## src/rtl/core/sakv_queue.sv

```systemverilog
`timescale 1ns / 1ps
// two-entry request queue
module sakv_queue #(
   parameter int W = 8
) (
   input  logic         clock,
   input  logic         reset,
   input  logic         in_valid,
   output logic         in_ready,
   input  logic [W-1:0] in_data,
   output logic         out_valid,
   input  logic         out_ready,
   output logic [W-1:0] out_data
);
   logic [W-1:0] slot_ff [2];
   logic [1:0]   count_ff;
   logic         wr_ff, rd_ff;
   logic         push, pop;

   assign in_ready  = (count_ff != 2'd2);
   assign out_valid = (count_ff != 2'd0);
   assign out_data  = slot_ff[rd_ff];
   assign push      = in_valid && in_ready;
   assign pop       = out_valid && out_ready;

   always_ff @(posedge clock) begin
      if (reset) begin
         count_ff <= '0;
         wr_ff    <= 1'b0;
         rd_ff    <= 1'b0;
      end else begin
         count_ff <= count_ff + {1'b0, push} - {1'b0, pop};
         if (push) wr_ff <= ~wr_ff;
         if (pop) rd_ff <= ~rd_ff;
      end
      if (push) begin
         slot_ff[wr_ff] <= in_data;
      end
   end
endmodule

```

## config.mk

```make
export PLATFORM = sky130hd
export DESIGN_NAME = sakv_queue
export DESIGN_NICKNAME = d
export VERILOG_FILES = /design/src/rtl/core/sakv_queue.sv
export SDC_FILE = /design/constraint.sdc
export NUM_CORES = 1
export LEC_CHECK = 0
export BUFFER_PORTS_ARGS = -buffer_cell sky130_fd_sc_hd__buf_2
export CAP_MARGIN = 30
export CORE_MARGIN = 1
export CORE_UTILIZATION = 45
export CTS_BUF_LIST = sky130_fd_sc_hd__clkbuf_16
export CTS_CLUSTER_DIAMETER = 80
export CTS_CLUSTER_SIZE = 20
export DETAILED_ROUTE_END_ITERATION = 8
export HOLD_SLACK_MARGIN = 0.08
export PLACE_DENSITY = 0.7
export SLEW_MARGIN = 20
export SYNTH_ARGS = -nofsm -noshare
export SYNTH_HDL_FRONTEND = slang
export SYNTH_SLANG_ARGS = --single-unit
```

## constraint.sdc

```tcl
create_clock -name clock -period 1.7 [get_ports clock]
set_input_delay 0.34 -clock clock [delete_from_list [all_inputs] [get_ports clock]]
set_output_delay 0.34 -clock clock [all_outputs]
set_load 0.01 [all_outputs]
```

After elaboration in Yosys (flattened, before gate mapping)
Memory sizes are Yosys's and may differ from the RTL's. A register that Yosys moved wholly into a read port is not among the register bits.
Index checks and enable logic that the tools add are counted.
{"block": "word_totals", "regBits": 4, "mem_bits_rw": 16, "in_bits": 12, "mem_count": 1}
{"block": "classes", "add_sub_neg": 2, "n_eq_ne": 1, "n_mux": 4, "bitwise": 2, "n_reduce_logical": 3}
{"memory": "slot_ff", "depth": 2, "width": 8, "rd": 1, "rd_clocked_by_memory_dff": 1, "write_ports": 1, "line": "15", "rtl": "logic [W-1:0] slot_ff [2];"}
{"cell": "1-bit 2-to-1 mux", "count": 4}
{"cell": "2-bit by 1-bit adder with 2-bit output", "count": 1}
{"cell": "1-bit logical AND", "count": 2}
{"cell": "2-bit != test (second input constant)", "count": 1}
{"cell": "1-bit inverter", "count": 2}
{"cell": "2-bit nonzero test", "count": 1}
{"cell": "2-bit by 1-bit subtractor with 2-bit output", "count": 1}

Logic depth before layout (Yosys ltp)
{"block": "logic_depth", "ltp_word": 4, "ltp_mapped": 8}

Least setup slack after synthesis
No wires, ideal clock.
{"block": "synth_path", "path_type": "register to register", "startpoint": "reg count_ff[0]", "endpoint": "reg count_ff[1]", "arrival_time_ps": 1366, "path_slack_ps": 219, "stages_incl_launch_ff": 9, "path_buffers": 0, "synth_period_minus_slack_ps": 1481, "cell_sequence": "dfxtp_1 > nand2b_2 > nand2_2 > ha_1 > inv_1 > ha_1 > xor2_1 > xnor2_1 > nor2_1"}
{"block": "synth_via", "elab_chain_len": 4, "elab_cells_between_ends": 6}
{"item": "start: declaration", "line": "16", "rtl": "logic [1:0] count_ff;"}
{"item": "start signal: assignment", "line": "32", "rtl": "count_ff <= count_ff + {1'b0, push} - {1'b0, pop};"}
{"item": "2-bit != test", "line": "20", "rtl": "assign in_ready = (count_ff != 2'd2);"}
{"item": "via in_ready", "line": "9", "rtl": "output logic in_ready,"}
{"item": "1-bit logical AND", "line": "23", "rtl": "assign push = in_valid && in_ready;"}
{"item": "2-bit by 1-bit adder with 2-bit output", "line": "32"}
{"item": "2-bit by 1-bit subtractor with 2-bit output", "line": "32"}
The timed path passes the listed nets, and every way through them passes these cells.
A chain may end at the register's enable or synchronous reset.

Worst setup path in the final report
{"block": "layout_path", "startpoint": "reg count_ff[1]", "endpoint": "reg count_ff[1]"}
{"block": "layout_via", "elab_cells_between_ends": 6}
{"item": "2-bit nonzero test", "line": "21", "rtl": "assign out_valid = (count_ff != 2'd0);"}
{"item": "1-bit logical AND", "line": "24", "rtl": "assign pop = out_valid && out_ready;"}
{"item": "via pop", "line": "18", "rtl": "logic push, pop;"}
{"item": "2-bit by 1-bit subtractor with 2-bit output", "line": "32"}
The timed path passes the listed nets, and every way through them passes these cells.

==> run metrics <==
status finished, final reports clean; full die area about 2000 um^2; Site Rows 14; first-pass GRT wire length 1718 um; min Tclk post-route between 1.5 and 2 ns; Sw Ratio 0.2552; Final Hold Fails 0; ANT nets after route 0; top cells by area, synth edfxtp_1, dfxtp_1, mux2_1, ha_1, nor2_1; CP Launch Type flop; Mapped Nets 63; dpl hpwl 826.4 um; vias in the first global route ~440; WL per Instance between 10 and 15 um; Vias/cell about 4.7; clock-pin slew on the worst setup and hold paths approximately 0.050 ns; Clock power frac 0.299; clk_skew about 0.0018 ns; DR iter-0 viols 4; CP peak stage delay 0.34 ns; Post-CTS Setup Bufs 0; Nets 90; CTS Hold Bufs 0; FILL cells between 100 and 150; crit path launch count_ff[1]$_SDFF_PP0_; Total Wirelength between 1000 and 1500 um; Int Pwr around 0.0012 W; clock network latency to the later pin of the worst-skew pair about 0.25 ns; CP Cell Sequence o21a_2 > ha_1 > inv_1 > ha_1 > xor2_1 > xnor2_1 > nor2_1; GRT Overall Usage 0.1281; area grow syn2layout 27.85%; Setup Crit Path Kind flop to flop; max frequency around 650 MHz; Synth cell types 16; most frequent cells in the layout buf_2, edfxtp_1, mux2_1, nor2_1, dfxtp_1; final period utilization 0.8998; HP Class input pin to flop; max-cap violations 0; largest net degree at the start of global routing 13; drt pass-1 iters 4; multi-input logic area between 200 and 250 um^2; most common cell after layout, fill and taps aside buf_2; register area share after synthesis 0.7138; Net Switching 0.0004052 W; Num Clock Sinks 21; Flop pwr share 0.452; CP Capture Type flop; combinational share of power 0.249; TNS Setup 0 ns; Pleak about 0.43 nW; unrepaired setup endpoints after global routing false; CP max-delay cell dfxtp_1; Placeable Area 1594 um^2; Final Power between 0.0015 and 0.002 W; crit path DAT around 1.7 ns; CTS Root Buffer Type clkbuf_16; final worst setup slack ~0.17 ns; TritonCTS clock tree done; initial antenna violation count 0; Pwr Density approximately 1500 nW/um^2; Antenna Diode Count 0; TritonCTS Buffers 3; port buffer count 21; worst r2r src count_ff[1]$_SDFF_PP0_; RePlAce Congestion ~0.76; Required @ worst endpoint 1.84 ns; cell area after synthesis 813.3 um^2; io pins 22; vias 463; height of the die 44.51 um; Mapped Cells a little under 50; post-synth top area cell edfxtp_1; clock tree buffer depth 2; hold path start in_data[0]; critical path's most frequent cell ha_1; Max Fanout on Critical Path 4; count of final setup violators 0; H-tree depth 1; Slew Viols, Final 0; drt drc 0; Reg area ~580 um^2; worst slew pin tran around 0.4 ns; max_slew headroom 0.7402; Synthesis Warnings 0; ratio of cells with drive above 1 in the final layout 0.4267; Die Width 44.51 um; peak supply drop around 0.76 mV; Initial Util 0.5102; share of the synthesized area in the top cell type 0.5908; #FFs+latches synth 21; worst slack, placed ~0.16 ns; Synth Area per Inst roughly 17 um^2; gr ovfl total 0
-- registers in the layout, indices dropped and copies added (netlist names), named ones only --
| signal | count |
|---|---|
| rd_ff | 1 |
| slot_ff | 16 |
| wr_ff | 1 |
| count_ff | 2 |
-- stage by stage --
stage	instance area [um^2]	utilization	instances	hold WS [ns]
6_report	1040	0.6523	99	0.2792
5_1_grt	1040	0.6523	99	0.2735
4_1_cts	1039	0.6515	99	0.2771
3_5_place_dp	958.4	0.6013	95	0.5115
3_3_place_gp	958.4	0.6013	95	0.4968
2_1_floorplan	813.3	-	49	0.4116
-- worst max-delay path, delay by kind of cell (launching register included) --
family / cells / cell delay, ns
compound gates: 1 / 0.24
simple gates: 1 / 0.05
flops: 1 / 0.34
xor+xnor: 2 / 0.32
buf+inv: 1 / 0.06
fa+ha+maj: 2 / 0.42
-- Yosys cell counts --
library cell / instances
mux2_4: 1
and3_1: 1
inv_1: 1
xnor2_1: 2
nand2_2: 1
or2_1: 1
xor2_1: 1
nand2b_2: 1
o21a_2: 1
mux2_1: 8
buf_2: 1
ha_1: 2
dfxtp_1: 5
edfxtp_1: 16
nor2b_1: 2
nor2_1: 5
-- layer usage --
layer	vias up	part of all wire	track usage
li1	229	-	-
met1	219	0.40	0.1216
met2	15	0.56	0.2500
met3	0	0.044	0.04898
met4	0	0	0.03636
met5	-	0	0
-- area by class of cell --
cell class / count / share of cell area
Tap cell: 24 / 0.02888
Multi-Input combinational cell: 26 / 0.2154
Clock inverter: 1 / 0.004813
Clock buffer: 3 / 0.07220
Inverter: 1 / 0.003610
Timing Repair Buffer: 23 / 0.1155
Sequential cell: 21 / 0.5596
-- worst paths after layout --
path	slack, ns	cells after the start	end
setup / recovery	0.17	7	count_ff[1]$_SDFF_PP0_
hold / removal	0.28	1	slot_ff[0][0]$_DFFE_PP_
setup reg to reg	0.17	7	count_ff[1]$_SDFF_PP0_
hold reg to reg	0.52	2	flop
-- power by group through the flow --
| stage | sequential [W] | combinational (W) | clock [W] |
|---|---|---|---|
| floorplan | 0.000693 | 0.000290 | 0 |
| global placement | 0.000724 | 0.000391 | 0 |
| detailed placement | 0.000730 | 0.000398 | 0 |
| CTS | 0.000720 | 0.000403 | 0.000488 |
| global route | 0.000733 | 0.000448 | 0.000509 |
| finish | 0.000718 | 0.000396 | 0.000474 |
-- cells by family (layout without fill, tap and decap cells) --
| kind of cell | after synthesis | after routing | share of synthesized area |
|---|---|---|---|
| AO/OA/AOI/OAI | 1 | 1 | 0.01077 |
| XOR/XNOR | 3 | 3 | 0.03231 |
| adder cells (fa/ha/maj) | 2 | 2 | 0.03076 |
| buffers and inverters | 2 | 28 | 0.01076 |
| flip-flops | 21 | 21 | 0.7139 |
| multiplexers | 9 | 9 | 0.1292 |
| AND/OR/NAND/NOR | 11 | 11 | 0.07232 |
-- what timing repair did --
item	4_1_cts	5_1_grt
endpoints found under the setup margin	0	7
gates resized for setup	0	1
hold endpoints to repair	0	0
No activity file was read; power rests on OpenSTA's default activity.
