==> src/rtl/core/sakv_pkg.sv <==
`timescale 1ns / 1ps
package sakv_pkg;
   localparam int SETS_DEF = 1024;
   localparam int WAYS_DEF = 8;
   localparam logic [31:0] STAMP_MAX = 32'hFFFF_FFFF;

   localparam logic OP_GET = 1'b0;
   localparam logic OP_SET = 1'b1;

   localparam logic CSR_NUM_SETS = 1'b0;
   localparam logic CSR_NUM_WAYS = 1'b1;

   typedef struct packed {
      logic               opcode;
      logic [31:0]        lookup_key;
      logic signed [31:0] store_value;
      logic [31:0]        clock_stamp;
   } req_type;

   typedef struct packed {
      logic               valid;
      logic [31:0]        key;
      logic signed [31:0] value;
      logic [31:0]        stamp;
   } entry_type;
endpackage

==> src/rtl/core/sakv_front.sv <==
`timescale 1ns / 1ps
// accepts requests, computes key % sets one bit a cycle
module sakv_front #(
   parameter int SETS = sakv_pkg::SETS_DEF,
   localparam int SW = $clog2(SETS + 1),
   localparam int IW = (SETS > 1) ? $clog2(SETS) : 1
) (
   input  logic              clock,
   input  logic              reset,
   input  logic              req_valid,
   output logic              req_ready,
   input  sakv_pkg::req_type req_in,
   input  logic [SW-1:0]     sets_eff,
   output logic              q_valid,
   input  logic              q_ready,
   output sakv_pkg::req_type q_req,
   output logic [IW-1:0]     q_set
);
   typedef enum logic [2:0] {
      F_IDLE = 3'b001,
      F_DIV  = 3'b010,
      F_PUSH = 3'b100
   } fstate_type;

   fstate_type        state_ff, state_in;
   sakv_pkg::req_type req_ff;
   logic [SW-1:0]     rem_ff, rem_in;
   logic [4:0]        cnt_ff, cnt_in;
   logic [SW:0]       shifted;

   assign shifted   = {rem_ff, req_ff.lookup_key[cnt_ff]};
   assign req_ready = (state_ff == F_IDLE);
   assign q_valid   = (state_ff == F_PUSH);
   assign q_req     = req_ff;
   assign q_set     = IW'(rem_ff);

   always_comb begin
      state_in = state_ff;
      rem_in   = rem_ff;
      cnt_in   = cnt_ff;
      case (state_ff)
         F_IDLE: begin
            if (req_valid) begin
               state_in = F_DIV;
               rem_in   = '0;
               cnt_in   = 5'd31;
            end
         end
         F_DIV: begin
            if (shifted >= {1'b0, sets_eff}) begin
               rem_in = SW'(shifted - {1'b0, sets_eff});
            end else begin
               rem_in = SW'(shifted);
            end
            cnt_in = cnt_ff - 5'd1;
            if (cnt_ff == 5'd0) begin
               state_in = F_PUSH;
            end
         end
         F_PUSH: begin
            if (q_ready) begin
               state_in = F_IDLE;
            end
         end
         default: state_in = F_IDLE;
      endcase
   end

   always_ff @(posedge clock) begin
      if (reset) begin
         state_ff <= F_IDLE;
      end else begin
         state_ff <= state_in;
      end
      rem_ff <= rem_in;
      cnt_ff <= cnt_in;
      if (req_valid && req_ready) begin
         req_ff <= req_in;
      end
   end
endmodule

==> config.mk <==
export PLATFORM = sky130hd
export DESIGN_NAME = sakv_front
export DESIGN_NICKNAME = d
export VERILOG_FILES = /design/src/rtl/core/sakv_pkg.sv /design/src/rtl/core/sakv_front.sv
export SDC_FILE = /design/constraint.sdc
export NUM_CORES = 1
export LEC_CHECK = 0
export BUFFER_PORTS_ARGS = -buffer_cell sky130_fd_sc_hd__buf_2
export CORE_MARGIN = 2
export CORE_UTILIZATION = 50
export DETAILED_ROUTE_END_ITERATION = 8
export PLACE_DENSITY_LB_ADDON = 0.25
export SYNTH_ARGS = -nofsm -noshare
export SYNTH_HDL_FRONTEND = slang
export SYNTH_SLANG_ARGS = --single-unit
==> constraint.sdc <==
create_clock -name clock -period 6.2 [get_ports clock]
set_clock_uncertainty 0.05 [all_clocks]
set_input_delay 1.24 -clock clock [delete_from_list [all_inputs] [get_ports clock]]
set_output_delay 1.24 -clock clock [all_outputs]
set_load 0.01 [all_outputs]
* Word-level counts from Yosys, hierarchy flattened
Cells that the tools add are included. Widths: inputs -> output; s select.
Cells by class: add/subtract/negate cells 2, multiply operators 0, div/mod/pow operators 0, magnitude comparators 2, equality and inequality tests 6, shifts and indexed selects 0, muxes and demuxes 11, bitwise logic cells 0, reduce and logical (&&, ||, !) cells 5
Operator list (number):
- $mux 11 | 2
- $pmux 11 s2 | 1
- $ge 12x11->1 | 1
- $sub 11x11->11 | 1
- $pmux 5 s2 | 1
- $mux 3 | 3
- $pmux 3 s3 | 1
- $lt 5x6->1 const B | 1
- $bmux 1 s5 | 1
- $logic_not 5->1 | 1
- $mux 5 | 1
- $sub 5x1->5 const B | 1
- $ne 2x2->1 const B | 2
- $eq 3x1->1 const B | 1
- $eq 3x2->1 const B | 1
- $eq 3x3->1 const B | 1
- $reduce_and 3->1 | 1
- $ne 2x1->1 const B | 1
- $reduce_and 2->1 | 1
- $reduce_bool 2->1 | 1
- $logic_and 1x1->1 | 1
- $mux 1 | 1
Storage, ports and cells: flip-flop bits (word level) 116, latch bits 0, bits in writable memories 0, ROM bits 0, input port bits 112, output and inout bits 109, word-level logic and storage cells 33, memories kept 0

* Longest topological paths before layout
Gate-level depths: netlist of run 1.
word-level depth 5, depth in mapped cells 14, mapped depth without buffers 12

* Least setup slack after synthesis of run 1
OpenSTA, ideal clock, no wires.
path kind input port to flip-flop, start input port req_valid, end register req_ff, in the netlist q_req[0] (enable), setup time 450 ps, arrival time 3209 ps, path slack 2491 ps, stages 2, buffers on the path 0, cells stage by stage nand2_1 inv_1
Between the ends: word-level cells in the longest chain between the ends 1
RTL lines:
- start: declaration | line sakv_front.sv:10 | input logic req_valid,
- $logic_and 1x1->1 | line sakv_front.sv:77 | if (req_valid && req_ready) begin
- end signal: assignment | line sakv_front.sv:78 | req_ff <= req_in;
- end: declaration | line sakv_front.sv:26 | sakv_pkg::req_type req_ff;
No other way between the ends. A chain may end at the register's enable or synchronous reset.

* Worst setup path in the final report of run 1
start register cnt_ff[0], end register rem_ff[0] (data pin)
Between the ends: word-level cells in the longest chain between the ends 5, elaborated cells on any way between the ends 6, those cells by class 1 x add/sub; 1 x order compare; 4 x mux
RTL lines:
- start: declaration | line sakv_front.sv:28 | logic [4:0] cnt_ff, cnt_in;
- start signal: assignment | line sakv_front.sv:76 | cnt_ff <= cnt_in;
- $bmux 1 s5 * | line sakv_front.sv:31 | assign shifted = {rem_ff, req_ff.lookup_key[cnt_ff]};
- $mux 1 (implied by the code) * | line sakv_front.sv:31
- $sub 11x11->11 or $ge 12x11->1 (tied branches) | line sakv_front.sv:51, sakv_front.sv:50
- $mux 11 * | line sakv_front.sv:50 | if (shifted >= {1'b0, sets_eff}) begin
- $pmux 11 s2 * | line sakv_front.sv:41 | case (state_ff)
- end signal: assignment | line sakv_front.sv:75 | rem_ff <= rem_in;
- end: declaration | line sakv_front.sv:27 | logic [SW-1:0] rem_ff, rem_in;
Every way passes the cells marked *; elsewhere a longest branch is shown, timed or not. The select of a mux whose other input is x is not followed.

==> results of run 1 <==
synthesized netlist by cell type (all sizes together) (2+ instances only):
master,number,share of area
edfxtp,113,0.73
nor2,19,0.015
inv,15,0.012
buf,12,0.019
ha,12,0.032
nand2,11,0.0089
a21oi,10,0.011
mux4,10,0.049
mux2i,9,0.019
o21ai,6,0.0065
nand3,5,0.0054
nor3,5,0.0054
xnor2,5,0.0095
a31oi,4,0.0054
xor2,4,0.0076
dfxtp,3,0.013
nor3b,3,0.0049
clkbuf,2,0.0016
nand4,2,0.0027
nor2b,2,0.0027
o21a,2,0.0032
metal layers:
metal / part of all wire / routed length, um
met2: 0.53 / 5740
met5: 0 / 0
met1: 0.36 / 3840
met3: 0.086 / 919
met4: 0.023 / 250
metrics by stage:
stage          hold WS, ps  power, W
6_report               466   0.00219
5_1_grt                501   0.00226
4_1_cts                459   0.00220
3_5_place_dp           451   0.00119
3_3_place_gp           428   0.00118
2_1_floorplan          401   0.00109
state kept, by name (all words and copies together) (netlist names):
signal,count
state_ff,3
rem_ff,11
cnt_ff,5
q_req,97
path summary, 6_finish.rpt:
kind	start	to	slack, ps	depth (start not counted)
worst max-delay path	cnt_ff[0]	rem_ff[0]	2040	12
worst min-delay path	state_ff[0]	state_ff[2]	470	1
worst max register to register	cnt_ff[0]	rem_ff[0]	2040	12
worst min register to register	state_ff[0]	state_ff[2]	470	1
critical path: cells and delay by family (launching register included):
family                   cells  cell delay (ps)
buffers and inverters        1               60
adder cells (fa/ha/maj)      2              610
AO/OA/AOI/OAI                2              510
flip-flops                   1              690
AND/OR/NAND/NOR              3              370
multiplexers                 4             1740
power breakdown:
group	internal, W	total [W]	leakage, nW	switching (W)
Clock	0.000657	0.00101	0.294	0.000356
Sequential	0.000927	0.000947	1.09	0.0000205
Combinational	0.000100	0.000229	1.36	0.000129
final cells by class:
type	instances	area, um2	area share
Timing Repair Buffer	221	1110	0.173
Multi-Input combinational cell	127	1030	0.160
Tap cell	111	139	0.0217
Inverter	15	57.6	0.00899
Sequential cell	116	3450	0.539
Clock inverter	14	200	0.0313
Clock buffer	18	418	0.0653
logic make-up (layout without fill, tap and decap cells):
kind of cell               count (synthesis)  in the layout
AOI/OAI and AO/OA                         29             29
xor gates and xnor gates                   9              9
adders and majority gates                 13             13
buffers and inverters                     29            268
DFF                                      116            116
muxes                                     20             20
and+or+nand+nor                           56             56
==> flow_metrics.tcl, run 1 <==
set metrics [dict create \
    viasPerCell 5.11 \
    synth-seq-area-share 0.746 \
    n_antenna_cell 0 \
    crit_arrival_ps 4480 \
    end_kind "flip-flop" \
    synth_mux_area_frac 0.0705 \
    place.port_buffers 220 \
    ctsHoldBuffers 0 \
    n_fill_cell 651 \
    busiest_layer "met2" \
    rsz0062_at_grt "no" \
    cp.required_ps 6520 \
    syn_inst 272 \
    async_reset_ff_frac 0 \
    antenna_found_initial 0 \
    drtAntennaViolNets 0 \
    post_drt_wl_per_cell_um 17.3 \
    dieArea_mm2 0.0101 \
    status "finished, final reports clean" \
    ir_drop_uv 273 \
    synthSimpleGateAreaFrac 0.0594 \
    drive_gt1_frac 0.519 \
    drt-initial-drc-count 125 \
    hold_viol 0 \
    syn_area_mm2 0.00463 \
    finalCritPeriodShare 0.671 \
    place.gp.congestion 0.816 \
    globalRouteMet3Util 0.0961 \
    h-tree-depth 4 \
    layout_commonest_cell "buf_2" \
    ys_types 41 \
    drv_cap 0 \
    max_clock_freq_mhz 240 \
    synthAdderAreaFrac 0.0367 \
    gr-total-overflow 0 \
    mostFrequentLayoutCells "buf_2, edfxtp_1, nor2_1, clkbuf_16, inv_1" \
    clk_pin_slew_ps 60 \
    synth_edf_count 113 \
    setup_violations 0 \
    worst_pin_slew_ps 1180 \
    dieHeight_um 100 \
    cts_inserted_buffers 17 \
    hold_path.class "reg -> reg" \
    grt_pass1_wl_um 16200 \
    die_w_um 100 \
    critPathKind "reg -> reg" \
    rows 35 \
    path_cells "mux4_2, mux4_2, mux2i_1, ha_1, inv_1, fa_1, nand3_1, a31oi_1, nor2_1, o21ai_1, mux2_1, nor2_1" \
    start_util 0.509 \
    grt_use_met1 0.226 \
    max-clock-path-buffers 2 \
    cp-start-kind "flip-flop" \
    post-place-ws_ps 2000 \
    postCtsSetupBuffers 0 \
    use_met2 0.382 \
    slew_headroom 0.210 \
    nets 623 \
    dpl_cell_area_mm2 0.00579 \
    grt_max_degree 70 \
    fin_cells 622 \
    synth.avg_cell_area_um2 17.0 \
    slew_violations 0 \
    yosys_warnings 0 \
    cts_resized 0 \
    synth_top_family_by_area "multiplexers" \
    ys_ff_latch 116 \
    core_region_area_mm2 0.00911 \
    drcViolationCount 0 \
    cts-root-buf "clkbuf_8" \
    final_area_mm2 0.00640 \
    fin_ws_ps 2040 \
    syn-num-nets 397 \
    area.growth.synth_to_final_pct 38.2 \
    post-dp-hpwl_um 7680 \
    power.density_mw_per_mm2 342 \
    finalCriticalPeriod_ps 4160 \
    utilization 0.703 \
    synth_compound_area_frac 0.0381 \
    pin_count 221 \
    crit_fanout 13 \
    leakagePower_nw 2.74 \
    num_vias 3176 \
    max_stage_delay_ps 690 \
    synth-xor-area-share 0.0170 \
    slowest_stage "edfxtp_1" \
    wl_um 10700 \
    grt_pass1_vias 3295 \
    final.setup.tns_ps 0 \
    clock_latency_ps 510 \
    dp_cells 590 \
    cts_tree "done" \
    cts_sinks 116 \
    firstDrtPassIters 5 \
    track_usage 0.219 \
    ys.flop_type "edfxtp_1" \
]
No activity file was read; power rests on OpenSTA's default activity.
==> run 2, diff against run 1 <==
Settings changed: ABC_AREA from default to 1, CORE_UTILIZATION 50 to 43.
Clock period 6.2 ns to 3.6 ns, I/O delays scaled along.
==> run 2 against run 1 <==
Compared with the run above:
- flip-flop and latch count stayed put
- maximum frequency is 29% higher
- critical path depth is 4 higher
- power is 74% higher
- synthesized area is 6.1% higher
- setup slack worse by 1700 ps
- core utilization is 11 points lower
- sequential power is 77% higher
- die area is 22% higher
- design area is 3.9% higher
- first-iteration DRC count is 85% higher
==> flow_metrics.tcl, run 2 <==
set metrics [dict create \
    status "finished, final reports clean" \
    leakagePower_nw 2.96 \
    syn_area_mm2 0.00492 \
    ctsHoldBuffers 0 \
    grt_max_degree 98 \
    slowest_stage "edfxtp_1" \
    core_region_area_mm2 0.0113 \
    seq_area_mm2 0.00345 \
    utilization 0.590 \
    syn-num-nets 495 \
    drive_gt1_frac 0.462 \
    max_stage_delay_ps 500 \
    cts_sinks 116 \
    post_drt_wl_per_cell_um 15.7 \
    drtAntennaViolNets 0 \
    worst_pin_slew_ps 745 \
    ys_ff_latch 116 \
    die_w_um 111 \
    wl_um 11800 \
    fin_cells 752 \
    synth_top_area_cell "edfxtp_1" \
    n_fill_cell 950 \
    synthTopCellsByCount "edfxtp_1, nand2_1, inv_1" \
    firstDrtPassIters 4 \
    grt_pass1_vias 3860 \
    cts_tree "done" \
    max_clock_freq_mhz 311 \
    power_w 0.00381 \
    slew_violations 0 \
    drt-initial-drc-count 231 \
    cp-start-kind "flip-flop" \
    final.setup.tns_ps 0 \
    path_cells "buf_4, nand2_1, nand3_1, nand3_1, nand3b_1, nand3_1, and2_1, ha_1, inv_1, fa_1, nand3_1, nand2_4, nand3_2, nand4_4, o21ai_0, a21oi_2" \
    cts_resized 0 \
    syn_inst 370 \
    postCtsSetupBuffers 0 \
    antenna_found_initial 1 \
    place.port_buffers 220 \
    num_vias 3556 \
    power.density_mw_per_mm2 573 \
    finalCritPeriodShare 0.895 \
    start_util 0.436 \
    crit_family "simple AND/OR/NAND/NOR gates" \
    finalCriticalPeriod_ps 3220 \
    layout_commonest_cell "buf_2" \
    yosysMostFrequentCell "edfxtp_1" \
    holdWs_ps 434 \
    cp.required_ps 3700 \
    clock_latency_ps 400 \
    rsz0062_at_grt "no" \
    cts_inserted_buffers 17 \
    dp_cells 719 \
    cpMostUsedCell "nand3_1" \
    clk_pin_slew_ps 60 \
    cts-root-buf "clkbuf_16" \
    synth-seq-area-share 0.702 \
    crit_fanout 17 \
    multiInputGateArea_mm2 0.00117 \
    nets 720 \
    ys_types 36 \
    grt_pass1_wl_um 18700 \
    mostFrequentLayoutCells "buf_2, edfxtp_1, nand2_1, inv_1, nand3_1" \
    yosys-top-cells-area "edfxtp_1, nand2_1, ha_1" \
    end_kind "flip-flop" \
    critPathKind "reg -> reg" \
    post-dp-hpwl_um 9050 \
    pin_count 221 \
    worst-path-buf-inv 2 \
    track_usage 0.197 \
    synth_edf_count 113 \
    synth.avg_cell_area_um2 13.3 \
    drcViolationCount 0 \
    hold_path.class "in -> reg" \
    async_reset_ff_frac 0 \
    setup_violations 0 \
    yosysTopAreaCellShare 0.690 \
    ir_drop_uv 474 \
    drv_cap 0 \
    slew_headroom 0.502 \
    area.growth.synth_to_final_pct 35.3 \
    hold_viol 0 \
    place.gp.congestion 0.878 \
    dieHeight_um 111 \
    largest_reg_flops 97 \
    yosys_warnings 0 \
    viasPerCell 4.73 \
    crit_arrival_ps 3320 \
    max-clock-path-buffers 2 \
    gr-total-overflow 0 \
    rows 39 \
    dieArea_mm2 0.0123 \
    ys.flop_type "edfxtp_1" \
    h-tree-depth 4 \
]
run 2: changes by cell type after synthesis, sizes merged, moves of 3 or more:
cell   delta
nand2    +62
nand3    +25
inv      +21
a21oi    +17
mux4     -10
mux2i     -9
o21ai     +7
a31oi     -4
buf       +4
nor3b     -3
run 2: path summary, 6_finish.rpt:
kind	start	to	slack, ps	cells past startpoint
max	cnt_ff[0]	rem_ff[6]	380	16
min	req_in[46]	q_req[46]	430	1
max reg2reg	cnt_ff[0]	rem_ff[6]	380	16
min reg2reg	state_ff[1]	state_ff[0]	590	3
run 2: routing by layer:
layer  vias up  wire length, um  global-route usage
li1       1744                -                   -
met1      1657             4230               0.207
met2       140             6240               0.348
met3        15             1070              0.0787
met4         0              265              0.0858
met5         -                0                   0
run 2: worst reg2reg max path: cells and delay by family (launching register included):
kind	cells	cell delay, ps
AO/OA/AOI/OAI	2	340
adder cells (fa/ha/maj)	2	610
buffers and inverters	2	300
flip-flops	1	500
AND/OR/NAND/NOR	10	1160
run 2: cell families after synthesis:
kind of cell	Yosys count	share of synthesized area
AO/OA/AOI/OAI	44	0.0522
flip-flops	116	0.702
AND/OR/NAND/NOR	136	0.135
buffers and inverters	53	0.0611
adder cells (fa/ha/maj)	13	0.0346
XOR/XNOR	8	0.0143
run 2: cell type report:
cell class	instances	area share
timing repair buffer	223	0.171
clock inverter	14	0.0216
tap	143	0.0269
multi-input combinational	201	0.176
sequential	116	0.519
antenna	1	0.000376
inverter	36	0.0207
clock buffer	18	0.0645
run 2: power breakdown:
group	internal [W]	switching (W)	leakage, nW	total [W]
Sequential	0.00163	0.0000466	1.09	0.00168
Clock	0.000969	0.000642	0.268	0.00161
Combinational	0.000199	0.000324	1.60	0.000522
Total	0.00280	0.00101	2.96	0.00381
run 2: metrics by stage:
| step | cell area [um2] | setup slack [ps] |
|---|---|---|
| 2_1_floorplan | 4920 | 319 |
| 3_3_place_gp | 6080 | 528 |
| 3_5_place_dp | 6080 | 422 |
| 4_1_cts | 6650 | 398 |
| 5_1_grt | 6650 | 89.7 |
| 6_report | 6650 | 380 |
